<file path="src/hdl/lbdr_pkg.sv">
`timescale 1ns / 1ps
`default_nettype none

package lbdr_pkg;

  localparam int MAX_DIM_DEF = 16;
  localparam int TILE_W      = 8;
  localparam int DIM_CFG_W   = 5;
  localparam int LINK_W      = 4;
  localparam int TURN_W      = 8;
  localparam int CFG_IDX_W   = 3;
  localparam int CFG_DATA_W  = 8;
  localparam int PORT_W      = 3;

  typedef logic [PORT_W-1:0] port_t;

  localparam port_t PORT_LOCAL = 3'd0;
  localparam port_t PORT_NORTH = 3'd1;
  localparam port_t PORT_EAST  = 3'd2;
  localparam port_t PORT_SOUTH = 3'd3;
  localparam port_t PORT_WEST  = 3'd4;
  localparam port_t PORT_NONE  = 3'd5;

  localparam logic [CFG_IDX_W-1:0] REG_MESH_COLUMNS = 3'd0;
  localparam logic [CFG_IDX_W-1:0] REG_MESH_ROWS    = 3'd1;
  localparam logic [CFG_IDX_W-1:0] REG_OWN_TILE     = 3'd2;
  localparam logic [CFG_IDX_W-1:0] REG_LINK_HEALTHY = 3'd3;
  localparam logic [CFG_IDX_W-1:0] REG_TURN_BITS    = 3'd4;

  localparam logic [DIM_CFG_W-1:0] MESH_COLUMNS_RST = 5'd4;
  localparam logic [DIM_CFG_W-1:0] MESH_ROWS_RST    = 5'd4;
  localparam logic [TILE_W-1:0]    OWN_TILE_RST     = 8'd0;
  localparam logic [LINK_W-1:0]    LINK_HEALTHY_RST = 4'hF;
  localparam logic [TURN_W-1:0]    TURN_BITS_RST    = 8'hFF;

  // link bits
  localparam int LINK_N = 0;
  localparam int LINK_E = 1;
  localparam int LINK_S = 2;
  localparam int LINK_W_BIT = 3;

  typedef struct packed {
    logic [LINK_W-1:0] link;
    logic [TURN_W-1:0] turn;
  } route_cfg_t;

endpackage

`default_nettype wire

</file>
<file path="src/hdl/lbdr_mesh_route_select_top.sv">
`timescale 1ns / 1ps
`default_nettype none

// LBDR route selector: takes one target tile per cycle and returns the output port
// (local, N, E, S, W or no route). A row of 8 divider cells, one quotient bit
// each, splits the target and own tile into row and column, and a final register
// holds the decision. Throughput is one beat per cycle; the whole pipeline holds
// while a result waits on out_ready. Write config only when idle.
module lbdr_mesh_route_select_top #(
  parameter int MAX_DIM = lbdr_pkg::MAX_DIM_DEF
) (
  input  wire logic                            clk,
  input  wire logic                            rst_n,
  input  wire logic                            in_valid,
  output logic                                 in_ready,
  input  wire logic [lbdr_pkg::TILE_W-1:0]     in_target_tile,
  output logic                                 out_valid,
  input  wire logic                            out_ready,
  output logic [lbdr_pkg::PORT_W-1:0]          out_port,
  input  wire logic                            cfg_valid,
  output logic                                 cfg_ready,
  input  wire logic [lbdr_pkg::CFG_IDX_W-1:0]  cfg_index,
  input  wire logic [lbdr_pkg::CFG_DATA_W-1:0] cfg_data
);

  localparam int TW    = lbdr_pkg::TILE_W;
  localparam int DW    = $clog2(MAX_DIM + 1);
  localparam int CW    = (DW > lbdr_pkg::DIM_CFG_W) ? DW : lbdr_pkg::DIM_CFG_W;
  localparam int NCELL = TW;

  logic [lbdr_pkg::DIM_CFG_W-1:0] mesh_columns_r, mesh_rows_r;
  logic [TW-1:0]                  own_tile_r;
  logic [lbdr_pkg::LINK_W-1:0]    link_healthy_r;
  logic [lbdr_pkg::TURN_W-1:0]    turn_bits_r;

  logic [CW-1:0] cols_ext, rows_ext, cols_clip, rows_clip;
  logic [DW-1:0] cols_c, rows_c;
  logic          en;
  lbdr_pkg::route_cfg_t rcfg;

  logic          st_valid   [0:NCELL];
  logic [DW-1:0] st_tgt_rem [0:NCELL];
  logic [TW-1:0] st_tgt_dq  [0:NCELL];
  logic [DW-1:0] st_own_rem [0:NCELL];
  logic [TW-1:0] st_own_dq  [0:NCELL];

  assign cfg_ready = 1'b1;

  always_ff @(posedge clk) begin
    if (!rst_n) begin
      mesh_columns_r <= lbdr_pkg::MESH_COLUMNS_RST;
      mesh_rows_r    <= lbdr_pkg::MESH_ROWS_RST;
      own_tile_r     <= lbdr_pkg::OWN_TILE_RST;
      link_healthy_r <= lbdr_pkg::LINK_HEALTHY_RST;
      turn_bits_r    <= lbdr_pkg::TURN_BITS_RST;
    end else if (cfg_valid && cfg_ready) begin
      unique case (cfg_index)
        lbdr_pkg::REG_MESH_COLUMNS: mesh_columns_r <= cfg_data[lbdr_pkg::DIM_CFG_W-1:0];
        lbdr_pkg::REG_MESH_ROWS:    mesh_rows_r    <= cfg_data[lbdr_pkg::DIM_CFG_W-1:0];
        lbdr_pkg::REG_OWN_TILE:     own_tile_r     <= cfg_data[TW-1:0];
        lbdr_pkg::REG_LINK_HEALTHY: link_healthy_r <= cfg_data[lbdr_pkg::LINK_W-1:0];
        lbdr_pkg::REG_TURN_BITS:    turn_bits_r    <= cfg_data[lbdr_pkg::TURN_W-1:0];
        default: ;
      endcase
    end
  end

  always_comb begin
    cols_ext = CW'(mesh_columns_r);
    rows_ext = CW'(mesh_rows_r);
    if (cols_ext == '0) cols_clip = CW'(1);
    else if (cols_ext > CW'(MAX_DIM)) cols_clip = CW'(MAX_DIM);
    else cols_clip = cols_ext;
    if (rows_ext == '0) rows_clip = CW'(1);
    else if (rows_ext > CW'(MAX_DIM)) rows_clip = CW'(MAX_DIM);
    else rows_clip = rows_ext;
    cols_c = cols_clip[DW-1:0];
    rows_c = rows_clip[DW-1:0];
    rcfg.link = link_healthy_r;
    rcfg.turn = turn_bits_r;
  end

  assign en       = !out_valid || out_ready;
  assign in_ready = en;

  assign st_valid[0]   = in_valid;
  assign st_tgt_rem[0] = '0;
  assign st_tgt_dq[0]  = in_target_tile;
  assign st_own_rem[0] = '0;
  assign st_own_dq[0]  = own_tile_r;

  for (genvar i = 0; i < NCELL; i++) begin : g_cell
    lbdr_div_cell #(.DW(DW)) u_cell (
      .clk        (clk),
      .rst_n      (rst_n),
      .en         (en),
      .in_valid   (st_valid[i]),
      .in_tgt_rem (st_tgt_rem[i]),
      .in_tgt_dq  (st_tgt_dq[i]),
      .in_own_rem (st_own_rem[i]),
      .in_own_dq  (st_own_dq[i]),
      .divisor    (cols_c),
      .out_valid  (st_valid[i+1]),
      .out_tgt_rem(st_tgt_rem[i+1]),
      .out_tgt_dq (st_tgt_dq[i+1]),
      .out_own_rem(st_own_rem[i+1]),
      .out_own_dq (st_own_dq[i+1])
    );
  end

  lbdr_decide #(.DW(DW)) u_decide (
    .clk      (clk),
    .rst_n    (rst_n),
    .en       (en),
    .in_valid (st_valid[NCELL]),
    .tgt_row  (st_tgt_dq[NCELL]),
    .tgt_col  (st_tgt_rem[NCELL]),
    .own_row  (st_own_dq[NCELL]),
    .own_col  (st_own_rem[NCELL]),
    .cols     (cols_c),
    .rows     (rows_c),
    .rcfg     (rcfg),
    .out_valid(out_valid),
    .out_port (out_port)
  );

endmodule

`default_nettype wire

</file>
<file path="src/hdl/lbdr_div_cell.sv">
`timescale 1ns / 1ps
`default_nettype none

// one restoring division step for the target lane and the own-tile lane
module lbdr_div_cell #(
  parameter int DW = 5
) (
  input  wire logic                        clk,
  input  wire logic                        rst_n,
  input  wire logic                        en,
  input  wire logic                        in_valid,
  input  wire logic [DW-1:0]               in_tgt_rem,
  input  wire logic [lbdr_pkg::TILE_W-1:0] in_tgt_dq,
  input  wire logic [DW-1:0]               in_own_rem,
  input  wire logic [lbdr_pkg::TILE_W-1:0] in_own_dq,
  input  wire logic [DW-1:0]               divisor,
  output logic                             out_valid,
  output logic [DW-1:0]                    out_tgt_rem,
  output logic [lbdr_pkg::TILE_W-1:0]      out_tgt_dq,
  output logic [DW-1:0]                    out_own_rem,
  output logic [lbdr_pkg::TILE_W-1:0]      out_own_dq
);

  localparam int TW = lbdr_pkg::TILE_W;

  logic          valid_r;
  logic [DW-1:0] tgt_rem_r, tgt_rem_nxt, own_rem_r, own_rem_nxt;
  logic [TW-1:0] tgt_dq_r, tgt_dq_nxt, own_dq_r, own_dq_nxt;
  logic [DW:0]   tgt_trial, tgt_diff, own_trial, own_diff;
  logic          tgt_q, own_q;

  always_comb begin
    tgt_trial   = {in_tgt_rem, in_tgt_dq[TW-1]};
    tgt_diff    = tgt_trial - {1'b0, divisor};
    tgt_q       = (tgt_trial >= {1'b0, divisor});
    tgt_rem_nxt = tgt_q ? tgt_diff[DW-1:0] : tgt_trial[DW-1:0];
    tgt_dq_nxt  = {in_tgt_dq[TW-2:0], tgt_q};

    own_trial   = {in_own_rem, in_own_dq[TW-1]};
    own_diff    = own_trial - {1'b0, divisor};
    own_q       = (own_trial >= {1'b0, divisor});
    own_rem_nxt = own_q ? own_diff[DW-1:0] : own_trial[DW-1:0];
    own_dq_nxt  = {in_own_dq[TW-2:0], own_q};
  end

  always_ff @(posedge clk) begin
    if (!rst_n) begin
      valid_r <= 1'b0;
    end else if (en) begin
      valid_r <= in_valid;
    end
  end

  always_ff @(posedge clk) begin
    if (en) begin
      tgt_rem_r <= tgt_rem_nxt;
      tgt_dq_r  <= tgt_dq_nxt;
      own_rem_r <= own_rem_nxt;
      own_dq_r  <= own_dq_nxt;
    end
  end

  assign out_valid   = valid_r;
  assign out_tgt_rem = tgt_rem_r;
  assign out_tgt_dq  = tgt_dq_r;
  assign out_own_rem = own_rem_r;
  assign out_own_dq  = own_dq_r;

endmodule

`default_nettype wire

</file>
<file path="src/hdl/lbdr_decide.sv">
`timescale 1ns / 1ps
`default_nettype none

module lbdr_decide #(
  parameter int DW = 5
) (
  input  wire logic                        clk,
  input  wire logic                        rst_n,
  input  wire logic                        en,
  input  wire logic                        in_valid,
  input  wire logic [lbdr_pkg::TILE_W-1:0] tgt_row,
  input  wire logic [DW-1:0]               tgt_col,
  input  wire logic [lbdr_pkg::TILE_W-1:0] own_row,
  input  wire logic [DW-1:0]               own_col,
  input  wire logic [DW-1:0]               cols,
  input  wire logic [DW-1:0]               rows,
  input  wire lbdr_pkg::route_cfg_t        rcfg,
  output logic                             out_valid,
  output lbdr_pkg::port_t                  out_port
);

  localparam int TW   = lbdr_pkg::TILE_W;
  localparam int CMPW = (DW > TW) ? DW : TW;

  logic            valid_r;
  lbdr_pkg::port_t port_r, port_nxt;
  logic            row_eq, row_gt, col_eq, col_gt;
  logic            can_n, can_e, can_s, can_w;
  logic [DW-1:0]   cols_m1, rows_m1;

  always_comb begin
    cols_m1 = cols - DW'(1);
    rows_m1 = rows - DW'(1);
    row_eq  = (tgt_row == own_row);
    row_gt  = (tgt_row > own_row);
    col_eq  = (tgt_col == own_col);
    col_gt  = (tgt_col > own_col);
    can_n   = rcfg.link[lbdr_pkg::LINK_N] && (own_row != '0);
    can_e   = rcfg.link[lbdr_pkg::LINK_E] && (own_col != cols_m1);
    can_s   = rcfg.link[lbdr_pkg::LINK_S] && (CMPW'(own_row) < CMPW'(rows_m1));
    can_w   = rcfg.link[lbdr_pkg::LINK_W_BIT] && (own_col != '0);

    port_nxt = lbdr_pkg::PORT_NONE;
    priority if (row_eq && col_eq) begin
      port_nxt = lbdr_pkg::PORT_LOCAL;
    end else if (col_eq) begin
      if (row_gt) begin
        port_nxt = can_s ? lbdr_pkg::PORT_SOUTH : lbdr_pkg::PORT_NONE;
      end else begin
        port_nxt = can_n ? lbdr_pkg::PORT_NORTH : lbdr_pkg::PORT_NONE;
      end
    end else if (row_eq) begin
      if (col_gt) begin
        port_nxt = can_e ? lbdr_pkg::PORT_EAST : lbdr_pkg::PORT_NONE;
      end else begin
        port_nxt = can_w ? lbdr_pkg::PORT_WEST : lbdr_pkg::PORT_NONE;
      end
    end else if (!row_gt && col_gt) begin
      if (can_e && rcfg.turn[2]) port_nxt = lbdr_pkg::PORT_EAST;
      else if (can_n && rcfg.turn[0]) port_nxt = lbdr_pkg::PORT_NORTH;
    end else if (!row_gt && !col_gt) begin
      if (can_w && rcfg.turn[4]) port_nxt = lbdr_pkg::PORT_WEST;
      else if (can_n && rcfg.turn[1]) port_nxt = lbdr_pkg::PORT_NORTH;
    end else if (row_gt && !col_gt) begin
      if (can_w && rcfg.turn[5]) port_nxt = lbdr_pkg::PORT_WEST;
      else if (can_s && rcfg.turn[7]) port_nxt = lbdr_pkg::PORT_SOUTH;
    end else begin
      if (can_e && rcfg.turn[3]) port_nxt = lbdr_pkg::PORT_EAST;
      else if (can_s && rcfg.turn[6]) port_nxt = lbdr_pkg::PORT_SOUTH;
    end
  end

  always_ff @(posedge clk) begin
    if (!rst_n) begin
      valid_r <= 1'b0;
    end else if (en) begin
      valid_r <= in_valid;
    end
  end

  always_ff @(posedge clk) begin
    if (en) begin
      port_r <= port_nxt;
    end
  end

  assign out_valid = valid_r;
  assign out_port  = port_r;

endmodule

`default_nettype wire

</file>
<file path="config.mk">
export PLATFORM = sky130hd
export DESIGN_NAME = lbdr_mesh_route_select_top
export DESIGN_NICKNAME = d
export VERILOG_FILES = /design/src/hdl/lbdr_pkg.sv /design/src/hdl/lbdr_mesh_route_select_top.sv /design/src/hdl/lbdr_div_cell.sv /design/src/hdl/lbdr_decide.sv
export SDC_FILE = /design/constraint.sdc
export NUM_CORES = 1
export LEC_CHECK = 0
export BUFFER_PORTS_ARGS = -buffer_cell sky130_fd_sc_hd__buf_4
export CAP_MARGIN = 20
export CORE_MARGIN = 2
export CORE_UTILIZATION = 60
export CTS_CLUSTER_SIZE = 14
export DETAILED_ROUTE_END_ITERATION = 10
export PLACE_DENSITY = 0.77
export SYNTH_ARGS = -nofsm -noshare
export SYNTH_HDL_FRONTEND = slang
export SYNTH_SLANG_ARGS = --single-unit
</file>
<file path="constraint.sdc">
create_clock -name clk -period 19 [get_ports clk]
set_input_delay 2.85 -clock clk [delete_from_list [all_inputs] [get_ports clk]]
set_output_delay 2.85 -clock clk [all_outputs]
set_load 0.005 [all_outputs]
</file>
After elaboration in Yosys (flattened, before gate mapping). Cells that the tools add are included.

Bits of input ports: 24. Register bits: 250. Output and inout bits: 6.

Magnitude comparators: 21. Mux-type cells: 39. Eq/ne operators: 7. Add/subtract/negate cells: 18. Reductions and logical operators: 30.

Operators with widths (number): 2-to-1 mux 5 bit (18); >= comparator 6 x 5 -> 1 bit (14); subtractor 5 bit (14); 2-to-1 mux 3 bit (18); logical AND 1 bit (16); >= comparator 1 x 5 -> 1 bit (2); > comparator 5 bit, second input constant (2); zero test 5 bit (2); AND reduction 2 bit (5); subtractor 1 x 5 -> 5 bit (2); subtractor 5 x 1 -> 5 bit, second input constant (2); equality test 8 bit (1); > comparator 8 bit (1); < comparator 8 x 5 -> 1 bit (1); nonzero test 8 bit (1); equality test 3 x 2 -> 1 bit, second input constant (2); equality test 5 bit (1); > comparator 5 bit (1); != test 5 bit (1); nonzero test 5 bit (1); equality test 3 x 1 -> 1 bit, second input constant (1); equality test 3 bit, second input constant (1); zero test 1 bit (3); zero test 3 bit (1); other kinds (2) (4).

Logic depth before layout (Yosys ltp). Gate-level depths: netlist of the first run.

Word-level depth: 14. Depth in mapped cells: 12. Mapped depth without buffers: 12.

Cells and area by module. Synthesis of the first run repeated with hierarchy kept, for this count alone.

Cells, all modules: 1034. Area, all modules: 13021.2 um2.

Modules (own cells, without submodules): lbdr_div_cell at g_cell[0].u_cell ... (sequential area each 800.8 um2, cells each 95, area an instance 1327.5 um2, instances 7); lbdr_mesh_route_select_top (sequential area each 600.6 um2, cells each 140, area an instance 1367.6 um2, instances 1); lbdr_div_cell at g_cell[6].u_cell (sequential area each 800.8 um2, cells each 96, area an instance 1331.3 um2, instances 1); lbdr_decide (sequential area each 110.1 um2, cells each 133, area an instance 1029.7 um2, instances 1).

Least setup slack after synthesis of the first run. OpenSTA, ideal clock, no wires.

Kind: input to output. From: in out_ready. To: out in_ready. Required time: 16.150 ns. Cell stages on the path: 3. Path slack: 8.898 ns. Data arrival time: 7.252 ns. Cells stage by stage: nor2b_1 > clkbuf_1 > clkinv_1.

Word-level cells in the longest chain between the ends: 1.

RTL lines: start: declaration (line lbdr_mesh_route_select_top.sv:18) `input wire logic out_ready,`; logical OR 1 bit (line lbdr_mesh_route_select_top.sv:83) `assign en = !out_valid || out_ready;`; end: declaration (line lbdr_mesh_route_select_top.sv:15) `output logic in_ready,`.

Every way passes these cells.

Final worst setup path of the first run. Ends and elaborated chain as after synthesis.

==> metrics.yaml, run 1 <==
status: "finished clean"
min_path_type: "register to register"
vias_per_cell: 5.52
synth_area_leader_cell: "edfxtp_1"
power.density_mw_per_mm2: 129
slowest_delay_ps: 200
seqPwrFrac_pct: 45.6
final_cell_area_mm2: 0.0134
drc: 0
cp_cell_sequence: "buf_4, nor2b_1, buf_4, inv_8, buf_4"
tns_ps: 0
path_class: "primary input to primary output"
crit_top_cell: "buf_4"
power_frac_comb_pct: 24.6
synth_top_cell_area_share_pct: 52.9
finalClockSkew_ps: 14.4
routedWlPerCell_um: 16.0
h-tree-depth: 1
ys_warn_count: 0
dieArea_mm2: 0.0211
pwr-share-clk_pct: 29.8
diodes: 0
seq_area_frac_synth_pct: 59.4
grt_use_total_pct: 20.4
fp.dieH_um: 145
startpoint_type: "primary input"
synth_edf_count: 211
nets: 1170
power_switching_uw: 487
drt_iter0_markers: 475
wl_um: 21200
grt_pass1_vias: 7360
synth_seq_cells: 250
area_growth_syn_to_layout_pct: 11.8
period_needed_ps: 6460
ys_top_cells_by_count: "211 x edfxtp_1, 127 x nand2_1, 93 x ha_1, 85 x inv_1, 81 x o21ai_0"
critical_path.max_fanout: 47
clk_latency_ps: 520
hpwlAfterDp_um: 14300
max_slew_margin_pct: 28.2
hold_viol_final: 0
worst-endpoint-arrival_ps: 3610
ctsHoldBuffers: 0
drive_gt1_share_pct: 7.93
clockBufferDepth: 3
cts_setup_buffers: 0
grt_max_degree: 90
dp_slack_ps: 12560
rsz0062_at_grt: "false"
synth_most_common_cell: "edfxtp_1"
synth_area_leaders: "edfxtp_1 53%, ha_1 9.7%, dfxtp_1 6.5%"
internal_power_uw: 1240
synth_area_per_cell_um2: 12.1
fin_crit_sh_pct: 34.0
cp.required_ps: 16150
ir_worst_vdd_mv: 0.0759
maxSlewViolCount: 0
numCtsBuffers: 26
clock_sinks: 250
grt-ovfl-total: 0
power_switching_share_pct: 28.3
grt_pass1_wl_um: 35000
antenna_found_initial: 0
setup_viol_count_final: 0
rows: 51
num_io_pins: 30
critPathSlowestCell: "buf_4"
synth_cell_type_count: 54
worst_pin_slew_ps: 1080
root_buffer: "clkbuf_16"
synthesis.area_mm2: 0.0120
dr_total_vias: 7304
ys.flop_type: "edfxtp_1"
die_x_um: 145
path_clk_slew_ps: 60
fmax_mhz: 155
ant_nets: 0
portBuffers: 28
place.gp.congestion: 0.821
dpl_cell_area_mm2: 0.0125
finalWorstSetupSlack_ps: 12540
synth_nets: 1119
cts_resized: 0
cts_tree: "yes"
synthArstFlopShare_pct: 0
initial_core_util_pct: 61.3
fp.coreArea_mm2: 0.0195
cellLeakagePower_uw: 0.00553
crit_path_end_kind: "primary output"
dr.pass1.iters: 5
drv_cap: 0
num-fill-cells: 1399
synth_cells: 988
[critical path: cells and delay by family]
kind / cells / cell delay, ps
buffers and inverters: 4 / 610
AND/OR/NAND/NOR: 1 / 100
[path summary, 6_finish.rpt]
check	start	cells after the start	slack [ps]	to
worst min-delay path	g_cell[5].u_cell.out_own_dq[2]	0	410	g_cell[6].u_cell.out_own_dq[3]
worst min register to register	g_cell[5].u_cell.out_own_dq[2]	0	410	g_cell[6].u_cell.out_own_dq[3]
worst max-delay path	out_ready	5	12540	in_ready
worst max register to register	cols_ext[4]	10	14990	g_cell[4].u_cell.out_own_rem[0]
[stage by stage]
step                util (%)  power [uW]  hold WS [ps]  cells
global placement        64.1        1190           400   1276
floorplan                  -        1110           400    988
global route            68.6        1830           418   1324
detailed placement      64.1        1220           405   1276
CTS                     68.6        1730           415   1324
finish                  68.6        1720           415   1324
[cell usage in the layout, fill, tap and decap left out, types with 3 or more instances in the layout]
cell type,count
a211oi_1,17
a21boi_0,16
a21o_1,15
a21oi_1,42
and2_1,4
and3_1,3
buf_4,33
bufinv_16,4
clkbuf_1,8
clkbuf_16,27
clkinv_2,9
dfxtp_1,39
edfxtp_1,211
fa_1,14
ha_1,93
inv_1,85
mux2i_1,23
nand2_1,127
nand2b_1,18
nand3_1,24
nor2_1,44
nor2b_1,27
nor3_1,18
o211ai_1,4
o21ai_0,81
xnor2_1,6
xor2_1,31
[registers in the layout, summed over array words and instances, names as in the netlist]
signal	flops
cols_ext	5
g_cell.u_cell.out_own_dq	64
g_cell.u_cell.out_own_rem	40
g_cell.u_cell.out_tgt_dq	64
g_cell.u_cell.out_tgt_rem	40
g_cell.u_cell.out_valid	8
link_healthy_r	4
mesh_rows_r	5
own_tile_r	8
turn_bits_r	8
u_decide.out_port	3
u_decide.out_valid	1
[metal layers]
metal  up-vias  share of wire [%]  track usage [%]
met5         -                  0                0
met4         0                1.9             5.88
met3        36                4.5             3.71
met2       146                 49             35.6
met1      3472                 44             26.3
li1       3650                  -                -
[power groups by stage]
stage / Combinational (uW) / Clock [uW] / Sequential (uW)
floorplan: 332 / 0 / 779
global placement: 397 / 0 / 792
detailed placement: 420 / 0 / 797
CTS: 423 / 525 / 787
global route: 486 / 550 / 797
finish: 424 / 514 / 787
[final cells by class]
type / count / area [um2] / area share (%)
clock buffers: 35 / 706 / 5.27
multi-input cells: 642 / 4500 / 33.6
well taps: 265 / 332 / 2.48
inverters: 86 / 330 / 2.47
flip-flops and latches: 250 / 7120 / 53.1
clock inverters: 13 / 165 / 1.23
repair buffers: 33 / 248 / 1.85
[cells by family after synthesis]
group,count (synthesis),synth area share (%)
xor gates and xnor gates,37,2.71
and+or+nand+nor,279,10.8
other,1,0.0313
adders and majority gates,107,12.1
DFF,250,59.4
muxes,24,2.02
buffers and inverters,96,3.04
AOI/OAI and AO/OA,194,9.97
Note: power is estimated with default switching activity, not from simulation.
==> run 2: changes to the inputs <==
Clock period 19 ns to 6.25 ns, I/O delays scaled along.
==> run 2 against run 1 <==
Net effect: combinational power rose to 3.0 times the previous value; first-iteration DRC count fell by 28%; core utilization rose by 0.17 points; final cell count fell by 0.15%; clock power rose to 3.1 times the previous value; worst setup slack got worse by 10000 ps; sequential power rose to 3.1 times the previous value; power rose to 3.1 times the previous value; clock skew fell by 3.0 ps; critical path type is now register to register.
==> metrics.yaml, run 2 (same netlist as run 1, synthesis figures left out) <==
status: "finished clean"  # unchanged
dr_total_vias: 7266  # was 7304
vias_per_cell: 5.50  # was 5.52
setup_viol_count_final: 0  # unchanged
worst-endpoint-arrival_ps: 3980  # was 3610 ps
clk_latency_ps: 530  # was 520 ps
hold_viol_final: 0  # unchanged
critPathSlowestCell: "inv_1"  # was buf_4
maxSlewViolCount: 0  # unchanged
dp_slack_ps: 2550  # was 12560 ps
clock_sinks: 250  # unchanged
portBuffers: 28  # unchanged
path_clk_slew_ps: 60  # about the same
drt_iter0_markers: 341  # was 475
critical_path.max_fanout: 18  # was 47
root_buffer: "clkbuf_16"  # unchanged
finalClockSkew_ps: 11.5  # was 14.4 ps
cp_cell_sequence: "inv_1, a21oi_2, inv_1, ha_1, fa_1, nor2b_1, o21ai_0, nand2b_1, a21oi_1, inv_1"  # was buf_4, nor2b_1, buf_4, inv_8, buf_4
cp.required_ps: 6480  # was 16150 ps
die_x_um: 145  # unchanged
ff_latch_area_mm2: 0.00712  # unchanged
initial_core_util_pct: 61.3  # unchanged
worst-path-buf-inv: 3  # was 4
rows: 51  # unchanged
hold_ws_ps: 417  # was 415 ps
startpoint_type: "register"  # was primary input
grt-ovfl-total: 0  # unchanged
dieArea_mm2: 0.0211  # unchanged
numCtsBuffers: 26  # unchanged
min_path_type: "register to register"  # unchanged
area_growth_syn_to_layout_pct: 12.1  # was 11.8%
finalWorstSetupSlack_ps: 2510  # was 12540 ps
h-tree-depth: 1  # unchanged
layout_common_cells: "211 x edfxtp_1, 127 x nand2_1, 93 x ha_1, 85 x inv_1, 81 x o21ai_0"  # unchanged
diodes: 0  # unchanged
fp.coreArea_mm2: 0.0195  # unchanged
ctsHoldBuffers: 0  # unchanged
crit_top_cell: "inv_1"  # was buf_4
fin_crit_sh_pct: 59.9
grt_max_degree: 82  # was 90
grt_pass1_vias: 7272  # was 7360
place.gp.congestion: 0.817  # was 0.821
grt_pass1_wl_um: 35200  # was 35000 um
num-fill-cells: 1432  # was 1399
critical-path-top-delay-family: "buffers and inverters"  # unchanged
cts_setup_buffers: 0  # unchanged
drv_cap: 0  # unchanged
crit_path_end_kind: "register"  # was primary output
dr.pass1.iters: 5  # unchanged
path_class: "register to register"  # was primary input to primary output
hpwlAfterDp_um: 14600  # was 14300 um
cts_resized: 0  # unchanged
fmax_mhz: 267
fp.dieH_um: 145  # unchanged
cellLeakagePower_uw: 0.00554  # was 0.00553 uW
num_io_pins: 30  # unchanged
rsz0062_at_grt: "false"  # unchanged
drive_gt1_share_pct: 8.14  # was 7.93%
dpl_cell_area_mm2: 0.0125  # about the same
slowest_delay_ps: 650  # was 200 ps
period_needed_ps: 3740
wl_um: 21500  # was 21200 um
multi_input_area_mm2: 0.00450  # unchanged
clockBufferDepth: 3  # unchanged
antenna_found_initial: 0  # unchanged
max_slew_margin_pct: 36.4  # was 28.2%
ir_worst_vdd_mv: 0.235  # was 0.0759 mV
nets: 1169  # was 1170
power.density_mw_per_mm2: 395  # was 129 mW/mm2
ant_nets: 0  # unchanged
reg2reg_setup_slack_ps: 2510  # was 14990 ps
drc: 0  # unchanged
worst_pin_slew_ps: 952  # was 1080 ps
routedWlPerCell_um: 16.3  # was 16.0 um
final_common_cell: "edfxtp_1"  # unchanged
grt_use_total_pct: 20.8  # was 20.4%
tns_ps: 0  # unchanged
cts_tree: "yes"  # unchanged
final_cell_area_mm2: 0.0134  # about the same
==> run 2: cell count changes in the layout (fill, tap and decap cells not counted) <==
cell        change
clkinv_4        +4
buf_4           -1
clkinv_1        +2
clkbuf_16       +2
clkbuf_8        +1
clkinvlp_4      +1
clkinv_2        -4
bufinv_16       -1
clkbuf_1        -6
==> run 2: final timing paths <==
path / start / end / cells after the start
min reg2reg: g_cell[4].u_cell.out_tgt_dq[5] / g_cell[5].u_cell.out_tgt_dq[6] / 0
max reg2reg: cols_ext[4] / g_cell[1].u_cell.out_tgt_dq[0] / 10
min: g_cell[4].u_cell.out_tgt_dq[5] / g_cell[5].u_cell.out_tgt_dq[6] / 0
max: cols_ext[4] / g_cell[1].u_cell.out_tgt_dq[0] / 10
==> run 2: worst reg2reg max path: stages (launching register included) <==
cell and delay [ps]:
dfxtp_1 370, inv_1 650, a21oi_2 190, inv_1 650, ha_1 320, fa_1 220, nor2b_1 60, o21ai_0 180
nand2b_1 130, a21oi_1 500, inv_1 170
==> run 2: metal layers <==
layer | GRT usage [%] | share of wire, %
met1 | 27.8 | 45
met2 | 34.1 | 47
met3 | 3.30 | 4.6
met4 | 8.43 | 3.7
met5 | 0 | 0
==> run 2: report_power, final <==
part           total (uW)  switching (uW)  leakage, uW  internal (uW)
logic                1280             726      0.00243            558
clock network        1610             630     0.000449            975
registers            2410             165      0.00266           2250
==> run 2: layout make-up <==
cell class	instances	share of cell area, %
Timing Repair Buffer	32	1.79
Multi-Input combinational cell	642	33.5
Clock inverter	15	1.23
Clock buffer	32	5.56
Tap cell	265	2.47
Inverter	86	2.46
Sequential cell	250	53.0
==> run 2: stage by stage <==
stage                     utilization, %  power [uW]  cells
after floorplan                        -        3380    988
after global placement              64.1        3650   1275
after detailed placement            64.1        3720   1275
after CTS                           68.8        5340   1322
after global routing                68.8        5630   1322
final                               68.8        5300   1322
